File: src/rtl/stream_find_and_replace_defines.svh
// ----------------------------------------------------------------------------
// stream_find_and_replace_defines
// Assertion macros for the find-and-replace block. They are empty when
// NO_ASSERTIONS is defined.
// ----------------------------------------------------------------------------
`ifndef STREAM_FIND_AND_REPLACE_DEFINES_SVH
`define STREAM_FIND_AND_REPLACE_DEFINES_SVH

`ifndef NO_ASSERTIONS
// Checked at every edge outside reset.
`define SFR_ASSERT(lbl, prop) \
  lbl: assert property (@(posedge clk) disable iff (!rst_n) prop) \
    else $error("sfr assertion failed");
// Checked at every edge, reset included.
`define SFR_ASSERT_ALWAYS(lbl, prop) \
  lbl: assert property (@(posedge clk) prop) \
    else $error("sfr assertion failed");
`else
`define SFR_ASSERT(lbl, prop)
`define SFR_ASSERT_ALWAYS(lbl, prop)
`endif

`endif

File: src/rtl/sfr_pkg.sv
// ----------------------------------------------------------------------------
// sfr_pkg
// Types and constants shared by the find-and-replace cells and top level.
// ----------------------------------------------------------------------------
package sfr_pkg;

  localparam int BYTE_W = 8;
  localparam int LEN_W  = 4;   // length registers and window count
  localparam int IDX_W  = 4;   // config register index
  localparam int WORD_W = 64;  // packed pattern / replacement
  localparam int BYTES_MAX = 8;

  // config register indexes
  localparam logic [IDX_W-1:0] REG_PATTERN_BYTES  = 4'd0;
  localparam logic [IDX_W-1:0] REG_PATTERN_LENGTH = 4'd1;
  localparam logic [IDX_W-1:0] REG_REPLACE_BYTES  = 4'd2;
  localparam logic [IDX_W-1:0] REG_REPLACE_LENGTH = 4'd3;

  typedef logic [BYTE_W-1:0] byte_t;

  // per-cycle control shared by every cell of the window row
  typedef struct packed {
    logic shift;  // every cell takes its right neighbor's byte
    logic load;   // a new byte is appended at the tail
  } cell_ctrl_t;

endpackage

File: src/rtl/sfr_cell.sv
// ----------------------------------------------------------------------------
// sfr_cell
// One window position: holds a pending byte, compares it against its
// pattern byte and passes its byte left on a shift.
// ----------------------------------------------------------------------------
module sfr_cell (
  input  logic                clk,
  input  sfr_pkg::cell_ctrl_t ctrl,
  input  logic                is_tail,    // this cell is the next free slot
  input  sfr_pkg::byte_t      load_byte,
  input  sfr_pkg::byte_t      right_byte, // neighbor toward the tail
  input  sfr_pkg::byte_t      pat_byte,
  output sfr_pkg::byte_t      byte_q,
  output logic                match
);
  import sfr_pkg::*;

  byte_t byte_r;
  byte_t byte_nxt;

  always_comb begin
    byte_nxt = byte_r;
    if (ctrl.shift) begin
      byte_nxt = right_byte;
    end else if (ctrl.load && is_tail) begin
      byte_nxt = load_byte;
    end
  end

  always_ff @(posedge clk) begin
    byte_r <= byte_nxt;
  end

  assign byte_q = byte_r;
  assign match  = (byte_r == pat_byte);

endmodule

File: src/rtl/stream_find_and_replace.sv
// ----------------------------------------------------------------------------
// stream_find_and_replace
// Streaming find-and-replace over a byte string closed by an end item.
// ----------------------------------------------------------------------------
// Bytes arrive one per input transaction; in_tlast high marks the end item,
// whose byte is ignored. Every leftmost, non-overlapping occurrence of the
// configured pattern (1..8 bytes) is replaced by the replacement (0..8
// bytes). Bytes that still match a pattern prefix wait in a row of cells;
// when the held prefix fails, the front byte goes out literally and the rest
// is checked again. The end item flushes the row and then yields a status
// transaction (tlast high, char_valid low) whose pattern_found bit says
// whether any replacement happened. The block takes one item at a time: a
// byte is accepted, literal bytes it frees are released one by one, the
// window settles, and any replacement bytes follow; an end item first
// drains the held bytes, then sends its status. The output
// register is the only emission path, so one result leaves per cycle and a
// stalled out_tready holds the block. Config writes are taken at any time
// (cfg_ready is tied high) but belong to idle periods; writing the pattern
// or its length drops any held bytes.
// ----------------------------------------------------------------------------
`include "stream_find_and_replace_defines.svh"

module stream_find_and_replace #(
  parameter int MAX_PATTERN = 8,
  parameter int MAX_REPLACE = 8
) (
  input  logic                      clk,
  input  logic                      rst_n,
  // input stream
  input  logic                      in_tvalid,
  output logic                      in_tready,
  input  logic [7:0]                in_tdata,   // [7:0] in_char
  input  logic                      in_tlast,   // end_of_string
  // result stream
  output logic                      out_tvalid,
  input  logic                      out_tready,
  output logic [7:0]                out_tdata,  // [7:0] out_char
  output logic [1:0]                out_tuser,  // [0] char_valid, [1] pattern_found
  output logic                      out_tlast,  // is_last
  // config writes
  input  logic                      cfg_valid,
  output logic                      cfg_ready,
  input  logic [sfr_pkg::IDX_W-1:0] cfg_index,
  input  logic [63:0]               cfg_data
);
  import sfr_pkg::*;

  // a pattern never exceeds 8 bytes, so no more cells than that are useful
  localparam int NCELL = (MAX_PATTERN < BYTES_MAX) ? MAX_PATTERN : BYTES_MAX;
  localparam int RLIM  = (MAX_REPLACE < BYTES_MAX) ? MAX_REPLACE : BYTES_MAX;

  localparam logic [1:0] S_IDLE  = 2'd0;
  localparam logic [1:0] S_SCAN  = 2'd1;  // resolve window after a new byte
  localparam logic [1:0] S_REPL  = 2'd2;  // emit replacement bytes
  localparam logic [1:0] S_FLUSH = 2'd3;  // end item: drain window, then status

  // config registers
  logic [WORD_W-1:0] pat_bytes_r, pat_bytes_nxt;
  logic [LEN_W-1:0]  pat_len_r,   pat_len_nxt;
  logic [WORD_W-1:0] rep_bytes_r, rep_bytes_nxt;
  logic [LEN_W-1:0]  rep_len_r,   rep_len_nxt;

  // control
  logic [1:0]       state_r, state_nxt;
  logic [LEN_W-1:0] count_r, count_nxt;   // bytes held in the row
  logic [LEN_W-1:0] rep_cnt_r, rep_cnt_nxt;
  logic             found_r, found_nxt;

  // output register
  logic       out_valid_r, out_valid_nxt;
  byte_t      out_char_r,  out_char_nxt;
  logic [1:0] out_user_r,  out_user_nxt;
  logic       out_last_r,  out_last_nxt;

  logic       in_acc, cfg_acc, can_emit;
  logic [LEN_W-1:0] plen, rlen, plen_raw;
  cell_ctrl_t ctrl;

  byte_t      cell_q [NCELL];
  logic [NCELL-1:0] match;
  logic [NCELL-1:0] in_win;
  logic       prefix;

  assign in_tready = (state_r == S_IDLE);
  assign cfg_ready = 1'b1;
  assign in_acc    = in_tvalid && in_tready;
  assign cfg_acc   = cfg_valid && cfg_ready;
  assign can_emit  = !out_valid_r || out_tready;

  // effective lengths: zero pattern acts as one; the pattern clamps to the cell row, the replacement to RLIM
  assign plen_raw = (pat_len_r == '0) ? LEN_W'(1) : pat_len_r;
  assign plen     = (plen_raw > LEN_W'(NCELL)) ? LEN_W'(NCELL) : plen_raw;
  assign rlen     = (rep_len_r > LEN_W'(RLIM)) ? LEN_W'(RLIM) : rep_len_r;

  // ---- cell row ----
  genvar gi;
  generate
    for (gi = 0; gi < NCELL; gi++) begin : g_cell
      byte_t right_b;
      if (gi == NCELL - 1) begin : g_end
        assign right_b = '0;
      end else begin : g_mid
        assign right_b = cell_q[gi+1];
      end
      assign in_win[gi] = (LEN_W'(gi) < count_r);
      sfr_cell u_cell (
        .clk       (clk),
        .ctrl      (ctrl),
        .is_tail   (count_r == LEN_W'(gi)),
        .load_byte (in_tdata),
        .right_byte(right_b),
        .pat_byte  (pat_bytes_r[gi*BYTE_W +: BYTE_W]),
        .byte_q    (cell_q[gi]),
        .match     (match[gi])
      );
    end
  endgenerate

  // every held byte agrees with the pattern at its position
  assign prefix = &(match | ~in_win);

  // ---- sequencer ----
  always_comb begin
    state_nxt     = state_r;
    count_nxt     = count_r;
    rep_cnt_nxt   = rep_cnt_r;
    found_nxt     = found_r;
    ctrl          = '0;
    out_valid_nxt = out_valid_r && !out_tready;
    out_char_nxt  = out_char_r;
    out_user_nxt  = out_user_r;
    out_last_nxt  = out_last_r;

    unique case (state_r)
      S_IDLE: begin
        if (in_acc) begin
          if (in_tlast) begin
            state_nxt = S_FLUSH;
          end else begin
            ctrl.load = 1'b1;
            count_nxt = count_r + LEN_W'(1);
            state_nxt = S_SCAN;
          end
        end
      end
      S_SCAN: begin
        if (prefix && count_r == plen) begin
          // full occurrence: drop it and send the replacement
          found_nxt   = 1'b1;
          count_nxt   = '0;
          rep_cnt_nxt = '0;
          state_nxt   = (rlen != '0) ? S_REPL : S_IDLE;
        end else if (prefix) begin
          state_nxt = S_IDLE;   // still a proper prefix, wait for more
        end else if (can_emit) begin
          // front byte is literal; shift and recheck the rest
          out_valid_nxt = 1'b1;
          out_char_nxt  = cell_q[0];
          out_user_nxt  = 2'b01;
          out_last_nxt  = 1'b0;
          ctrl.shift    = 1'b1;
          count_nxt     = count_r - LEN_W'(1);
        end
      end
      S_REPL: begin
        if (can_emit) begin
          out_valid_nxt = 1'b1;
          out_char_nxt  = rep_bytes_r[{rep_cnt_r[2:0], 3'b000} +: BYTE_W];
          out_user_nxt  = 2'b01;
          out_last_nxt  = 1'b0;
          rep_cnt_nxt   = rep_cnt_r + LEN_W'(1);
          if (rep_cnt_nxt == rlen) begin
            state_nxt = S_IDLE;
          end
        end
      end
      S_FLUSH: begin
        if (can_emit) begin
          out_valid_nxt = 1'b1;
          if (count_r != '0) begin
            out_char_nxt = cell_q[0];
            out_user_nxt = 2'b01;
            out_last_nxt = 1'b0;
            ctrl.shift   = 1'b1;
            count_nxt    = count_r - LEN_W'(1);
          end else begin
            // status transaction
            out_char_nxt = '0;
            out_user_nxt = {found_r, 1'b0};
            out_last_nxt = 1'b1;
            found_nxt    = 1'b0;
            state_nxt    = S_IDLE;
          end
        end
      end
      default: state_nxt = S_IDLE;
    endcase

    // pattern rewrites discard held bytes
    if (cfg_acc && (cfg_index == REG_PATTERN_BYTES || cfg_index == REG_PATTERN_LENGTH)) begin
      count_nxt = '0;
    end
  end

  // ---- config decode ----
  always_comb begin
    pat_bytes_nxt = pat_bytes_r;
    pat_len_nxt   = pat_len_r;
    rep_bytes_nxt = rep_bytes_r;
    rep_len_nxt   = rep_len_r;
    if (cfg_acc) begin
      unique case (cfg_index)
        REG_PATTERN_BYTES:  pat_bytes_nxt = cfg_data;
        REG_PATTERN_LENGTH: pat_len_nxt   = cfg_data[LEN_W-1:0];
        REG_REPLACE_BYTES:  rep_bytes_nxt = cfg_data;
        REG_REPLACE_LENGTH: rep_len_nxt   = cfg_data[LEN_W-1:0];
        default: ;  // unknown index: ignored
      endcase
    end
  end

  always_ff @(posedge clk) begin
    if (!rst_n) begin
      state_r     <= S_IDLE;
      count_r     <= '0;
      rep_cnt_r   <= '0;
      found_r     <= 1'b0;
      out_valid_r <= 1'b0;
      pat_bytes_r <= '0;
      pat_len_r   <= LEN_W'(1);
      rep_bytes_r <= '0;
      rep_len_r   <= '0;
    end else begin
      state_r     <= state_nxt;
      count_r     <= count_nxt;
      rep_cnt_r   <= rep_cnt_nxt;
      found_r     <= found_nxt;
      out_valid_r <= out_valid_nxt;
      pat_bytes_r <= pat_bytes_nxt;
      pat_len_r   <= pat_len_nxt;
      rep_bytes_r <= rep_bytes_nxt;
      rep_len_r   <= rep_len_nxt;
    end
  end

  // payload of the output register
  always_ff @(posedge clk) begin
    out_char_r <= out_char_nxt;
    out_user_r <= out_user_nxt;
    out_last_r <= out_last_nxt;
  end

  assign out_tvalid = out_valid_r;
  assign out_tdata  = out_char_r;
  assign out_tuser  = out_user_r;
  assign out_tlast  = out_last_r;

  // ---- assertions ----
  // between items the row only ever holds a proper pattern prefix
  `SFR_ASSERT(a_win_short, (state_r == S_IDLE) |-> (count_r < plen))
  // replacement counter stays inside the replacement
  `SFR_ASSERT(a_rep_range, (state_r == S_REPL) |-> (rep_cnt_r < rlen))
  // the found flag is only raised by a full match during a scan
  `SFR_ASSERT(a_found_src, $rose(found_r) |-> $past(state_r == S_SCAN))
  // a status transaction never claims to carry a byte
  `SFR_ASSERT_ALWAYS(a_status_fmt, (out_valid_r && out_last_r) |-> !out_user_r[0])

endmodule
File: config.mk
export PLATFORM = sky130hd
export DESIGN_NAME = stream_find_and_replace
export DESIGN_NICKNAME = d
export VERILOG_FILES = /design/src/rtl/sfr_pkg.sv /design/src/rtl/sfr_cell.sv /design/src/rtl/stream_find_and_replace.sv
export VERILOG_INCLUDE_DIRS = /design/src /design/src/rtl
export SDC_FILE = /design/constraint.sdc
export NUM_CORES = 1
export LEC_CHECK = 0
export ABC_AREA = 1
export BUFFER_PORTS_ARGS = -buffer_cell sky130_fd_sc_hd__clkbuf_2
export CORE_MARGIN = 1
export CORE_UTILIZATION = 59
export DETAILED_ROUTE_END_ITERATION = 10
export PLACE_DENSITY = 0.82
export SKIP_CTS_REPAIR_TIMING = 1
export SLEW_MARGIN = 30
export SYNTH_ARGS = -nofsm -noshare
export SYNTH_HDL_FRONTEND = slang
export SYNTH_SLANG_ARGS = --single-unit
File: constraint.sdc
create_clock -name clk -period 2.6 [get_ports clk]
set_input_delay 0.26 -clock clk [delete_from_list [all_inputs] [get_ports clk]]
set_output_delay 0.26 -clock clk [all_outputs]
set_load 0.01 [all_outputs]
* Yosys cells after proc, flatten, opt, wreduce, memory -nomap -nowiden *
Index checks and enable logic that the tools add are counted.

word-level totals
  register bits after elaboration = 223
  input bits = 82
  output and inout bits = 14
  logic and storage cells = 194

operators by class
  add/subtract/negate cells = 3
  magnitude comparators = 10
  equal/unequal tests = 37
  shifts and indexed selects = 1
  mux-type cells = 74
  bitwise gates (word level) = 3
  reduce and logical (&&, ||, !) cells = 46

operator list
  cell                 count
  $mux 8               20
  $eq 8x8->1           8
  $shiftx 64x7->8      1
  $mux 4               12
  $mux 2               14
  $pmux 8 s3           1
  $ne 2x2->1 const B   10
  $mux 1               19
  $reduce_bool 2->1    9
  $eq 4x2->1 const B   4
  $eq 4x3->1 const B   4
  $lt 3x4->1 const A   4
  $logic_and 1x1->1    12
  $logic_not 4->1      3
  $pmux 4 s3           1
  $reduce_and 6->1     2
  $ne 3x3->1 const B   3
  $add 4x1->4 const B  2
  $eq 4x1->1 const B   2
  $eq 4x4->1           2
  $gt 4x4->1 const B   2
  $lt 1x4->1 const A   2
  $lt 2x4->1 const A   2
  $not 8->8            1
  other kinds (22)     34

* Depth between registers and ports, before layout *
  depth in word-level cells = 9
  mapped depth = 17
  depth with buffers taken out = 16

* By module *
From an unflattened synthesis, not the netlist that was laid out.

second synthesis, totals
  cells, all modules = 1,603
  area total of the unflattened synthesis = 11,116.9 um2

by module, submodules not included
  module                   times used  cells each  area each (um2)  sequential area each (um2)
  stream_find_and_replace  1           963         7,023.0          3,293.2
  sfr_cell                 8           80          511.7            240.2

* Worst setup path after synthesis *
Ideal clock, no wire load.

  kind = register to register
  start point = register count_r[0]
  end point = register g_cell[2].u_cell.byte_r[0], enable pin
  setup time = 356 ps
  arrival time = 1,947 ps
  required time = 2,244 ps
  slack = 297 ps
  stages on the path, launching flop included = 15
  buffers on the path = 1
  clock period less this slack = 2,303 ps
  cell sequence = dfxtp_1 -> inv_1 -> ha_1 -> nand2_2 -> nor2_2 -> inv_1 -> nand2_1 -> nand2_1 -> nor2_4 -> nand2_2 -> nand2_2 -> nand2_2 -> nand2_4 -> buf_2 -> o21ai_0

between the ends
  word-level cells in the longest chain between the ends = 8
  elaborated cells on any way between the ends = 22
  classes of those cells = order compare (8); eq/ne (2); mux (5); bitwise (2); reduce/logical (5)

ends and longest elaborated chain
  element                                      RTL line                                                        text
  from (decl)                                  stream_find_and_replace.sv:65                                   logic [LEN_W-1:0] count_r, count_nxt;
  from (signal assigned)                       stream_find_and_replace.sv:235                                  count_r <= count_nxt;
  $lt 1x4->1, or another cell as far along     stream_find_and_replace.sv:105                                  assign in_win[gi] = (LEN_W'(gi) < count_r);
  $not 8->8                                    stream_find_and_replace.sv:120                                  assign prefix = &(match | ~in_win);
  $or 8x8->8                                   stream_find_and_replace.sv:120
  $reduce_and 8->1                             stream_find_and_replace.sv:120
  $mux 1 or $logic_and 1x1->1 (tied branches)  stream_find_and_replace.sv:153, stream_find_and_replace.sv:147
  $mux 1                                       stream_find_and_replace.sv:147                                  if (prefix && count_r == plen) begin
  $pmux 1 s2                                   stream_find_and_replace.sv:134                                  unique case (state_r)
  $reduce_bool 2->1 (no line) *                --
  to (signal assigned)                         sfr_cell.sv:31                                                  byte_r <= byte_nxt;
  to (decl)                                    sfr_cell.sv:18                                                  byte_t byte_r;

Mark *: on every way between the ends. The rest lies on a longest branch, timed or not.
A chain may end at the register's enable or synchronous reset.

* Worst setup path after layout *
  start point = register count_r[0]
  end point = register g_cell[1].u_cell.byte_r[7], data pin

between the ends
  word-level cells in the longest chain between the ends = 8
  elaborated cells on any way between the ends = 20
  classes of those cells = order compare (8); eq/ne (1); mux (6); bitwise (2); reduce/logical (3)

ends and longest elaborated chain
  element                                      RTL line                                                        text
  $lt 1x4->1, or another cell as far along     stream_find_and_replace.sv:105
  $not 8->8                                    stream_find_and_replace.sv:120
  $or 8x8->8                                   stream_find_and_replace.sv:120
  $reduce_and 8->1                             stream_find_and_replace.sv:120
  $mux 1 or $logic_and 1x1->1 (tied branches)  stream_find_and_replace.sv:153, stream_find_and_replace.sv:147
  $mux 1                                       stream_find_and_replace.sv:147
  $pmux 1 s2 *                                 stream_find_and_replace.sv:134
  $mux 8 *                                     sfr_cell.sv:23                                                  if (ctrl.shift) begin
  named net g_cell[1].u_cell.byte_nxt[7]       sfr_cell.sv:19                                                  byte_t byte_nxt;
  to (signal assigned)                         sfr_cell.sv:31
  to (decl)                                    sfr_cell.sv:18

Mark *: on every way through the listed nets, which the timed path passes. The rest lies on a longest branch.

==> summary.txt <==
Status
  – Status: finished clean

Global routing
  – Initial antenna violation count: 0
  – Largest net degree at the start of global routing: 129
  – Global-route wire length before repair: 41.7 mm
  – Total track usage: 30.2%
  – Vias in the first global route: 8271
  – Congestion Overflow GR: 0

STA
  – Worst setup margin: 0.195 ns
  – Crit path time final: 2.41 ns
  – Max_slew headroom: 50.4%
  – Worst slew pin tran: 0.740 ns
  – Hold Slack: 0.0253 ns
  – Fmax: 416 MHz
  – Slew Limit Fails: 0
  – Final Cycle Share: 92.5%
  – Final hold vios: 0
  – Skew final: 0.0142 ns
  – Setup violators final: 0

Routing
  – Routed length per placed instance: 16.7 microns
  – Initial DRC count: 836
  – Via/cell ratio: 5.55
  – Routed vias: 8962
  – Post-route ant nets: 0
  – Total iterations of the first detailed-routing run: 8
  – Residual DRC: 0
  – Final wirelength: 26.9 mm

Placement
  – GPL Wtd Cong: 0.967
  – DP Area: 11000 sq um
  – Dpl hpwl: 19.6 mm
  – IO buf count: 94
  – Post-Place Worst Slack: 0.207 ns

Synth
  – Synth cell count leaders: nand2_1, o21ai_0, inv_1
  – Synth async-reset ratio: 0%
  – Register bit total from synthesis: 223
  – Register area share after synthesis: 50.1%
  – Syn Std Cell Area: 10200 sq um
  – Cells after Synth: 1299
  – Largest area contributor in the netlist: dfxtp_1
  – Yosys cell types: 36
  – Main synth FF type: dfxtp_1
  – Mapped Nets: 1386
  – Count leader, synth: nand2_1
  – Post-synth EDFFs: 67
  – Synth area leaders: dfxtp_1, edfxtp_1, o21ai_0
  – Mean post-synth cell area: 7.88 sq um
  – Synth top area share: 30.5%
  – Synth warn: 0

Setup path
  – Max FO, Critical Path: 25
  – Worst Setup End Kind: flip-flop
  – CP Launch Type: flip-flop
  – Critical Path AT: 2.65 ns
  – Data required, critical path: 2.85 ns
  – WS Path Type: flip-flop to flip-flop

Layout
  – NumNets Final: 1466
  – Layout area overhead: 15.1%
  – Filler instances: 1312
  – Share of layout cells above drive strength 1: 13.3%
  – Final Instance Area: 11800 sq um
  – Ant. Diodes: 0

Min path
  – Min-Delay Path Class: primary input to flip-flop

Clock network
  – CTS tree: yes
  – Clk slew on worst S/H paths: 0.07 ns
  – H-tree lvl count: 1
  – TritonCTS Buffers: 23
  – Root Driver: clkbuf_16
  – CTS Sinks: 223
  – Max clock buf depth: 3
  – Latest clock arrival within the worst-skew pair: 0.52 ns

Power
  – Maximum vdd ir drop: 0.000667 V
  – PD cells: 943 nW/um^2
  – Leak: 4.62 nW
  – Tot Pwr: 11.1 mW

Die
  – Core area: 16800 sq um
  – IO Count: 96
  – Height of the die: 134 microns
  – # rows: 47
  – Die Area: 17900 sq um
  – Initial Util: 61.1%
  – Die Wd: 134 microns

Flow run
  – Max Cap Violations: 0
[path summary, 6_finish.rpt]
check | from | end | slack (ns) | cells past startpoint
max reg2reg | count_r[0] | g_cell[1].u_cell.byte_q[7] | 0.19 | 14
max | count_r[0] | g_cell[1].u_cell.byte_q[7] | 0.19 | 14
min | cfg_data[0] | pat_len_r[0] | 0.03 | 3
min reg2reg | rep_bytes_r[37] | rep_bytes_r[37] | 0.44 | 2
[area by class of cell]
| cell class | count | area [sq um] | area share (%) |
|---|---|---|---|
| tap | 220 | 275 | 2.33 |
| sequential | 223 | 5130 | 43.6 |
| clock inverter | 8 | 119 | 1.01 |
| timing repair buffer | 123 | 776 | 6.58 |
| clock buffer | 33 | 654 | 5.55 |
| inverter | 198 | 747 | 6.34 |
| multi-input combinational | 810 | 4080 | 34.6 |
[placed cells by master, fill, tap and decap left out, types with 2 or more instances in the layout]
cell,instances
clkbuf_8,2
inv_1,194
xnor2_1,36
clkbuf_16,24
nand3_1,36
buf_4,22
clkinv_2,3
a21oi_2,8
nand4_1,16
nand2_1,232
nor3_1,2
o211ai_1,8
nor2_4,3
nand3_4,2
nand2_2,4
bufinv_16,3
inv_4,2
ha_1,5
edfxtp_1,67
buf_12,7
o22ai_1,2
clkbuf_1,7
clkinv_1,2
clkbuf_2,93
xor2_1,4
dfxtp_1,156
nand2_4,5
a21oi_1,182
nor2_1,40
o21ai_0,217
[worst max-delay path, stage by stage (launching register included)]
cell and delay [ns]:
dfxtp_1 0.45, inv_1 0.09, ha_1 0.24, inv_1 0.09, nand2_1 0.07, nand2_1 0.08
nand2_1 0.05, nand2_1 0.11, nor2_4 0.06, nand2_2 0.09, nand2_2 0.06, nand2_2 0.12
nand2_8 0.14, nand2_1 0.32, o21ai_0 0.14
[cell families (layout without fill, tap and decap cells)]
logic type                 count (synthesis)  after routing  synth area share (%)
other                                      1              1                0.0366
adders and majority gates                  5              5                 0.611
AOI/OAI and AO/OA                        420            420                  21.1
and+or+nand+nor                          344            344                  14.4
xor gates and xnor gates                  40             40                  3.42
buffers and inverters                    266            362                  10.4
DFF                                      223            223                  50.1
[report_power, final]
group          switching, mW  leakage [nW]  internal, mW
clock                   1.35         0.379          2.05
sequential             0.363          1.88          4.32
combinational           2.01          2.35          1.01
[per-layer routing]
layer	global-route usage, %	part of all wire (%)	wire length, microns
met1	38.9	42	11300
met2	49.8	47	12600
met3	5.78	7.8	2100
met4	12.3	3.5	945
met5	0	0	0
[through the flow]
step	TNS, ns	cells	util [%]
after floorplan	0	1299	-
after global placement	0	1574	65.7
after detailed placement	0	1574	65.7
after CTS	0	1615	70.3
after global routing	-0.0107	1615	70.3
final	0	1615	70.3
[state kept, by name, summed over array words and instances, names as in the netlist, 2 cells and up]
signal / cells
out_tdata: 8
out_tuser: 2
rep_cnt_r: 4
rep_len_r: 4
rep_bytes_r: 64
count_r: 4
pat_bytes_r: 64
pat_len_r: 4
g_cell.u_cell.byte_q: 64
state_r: 2
Power figures use the tool's default switching activity.
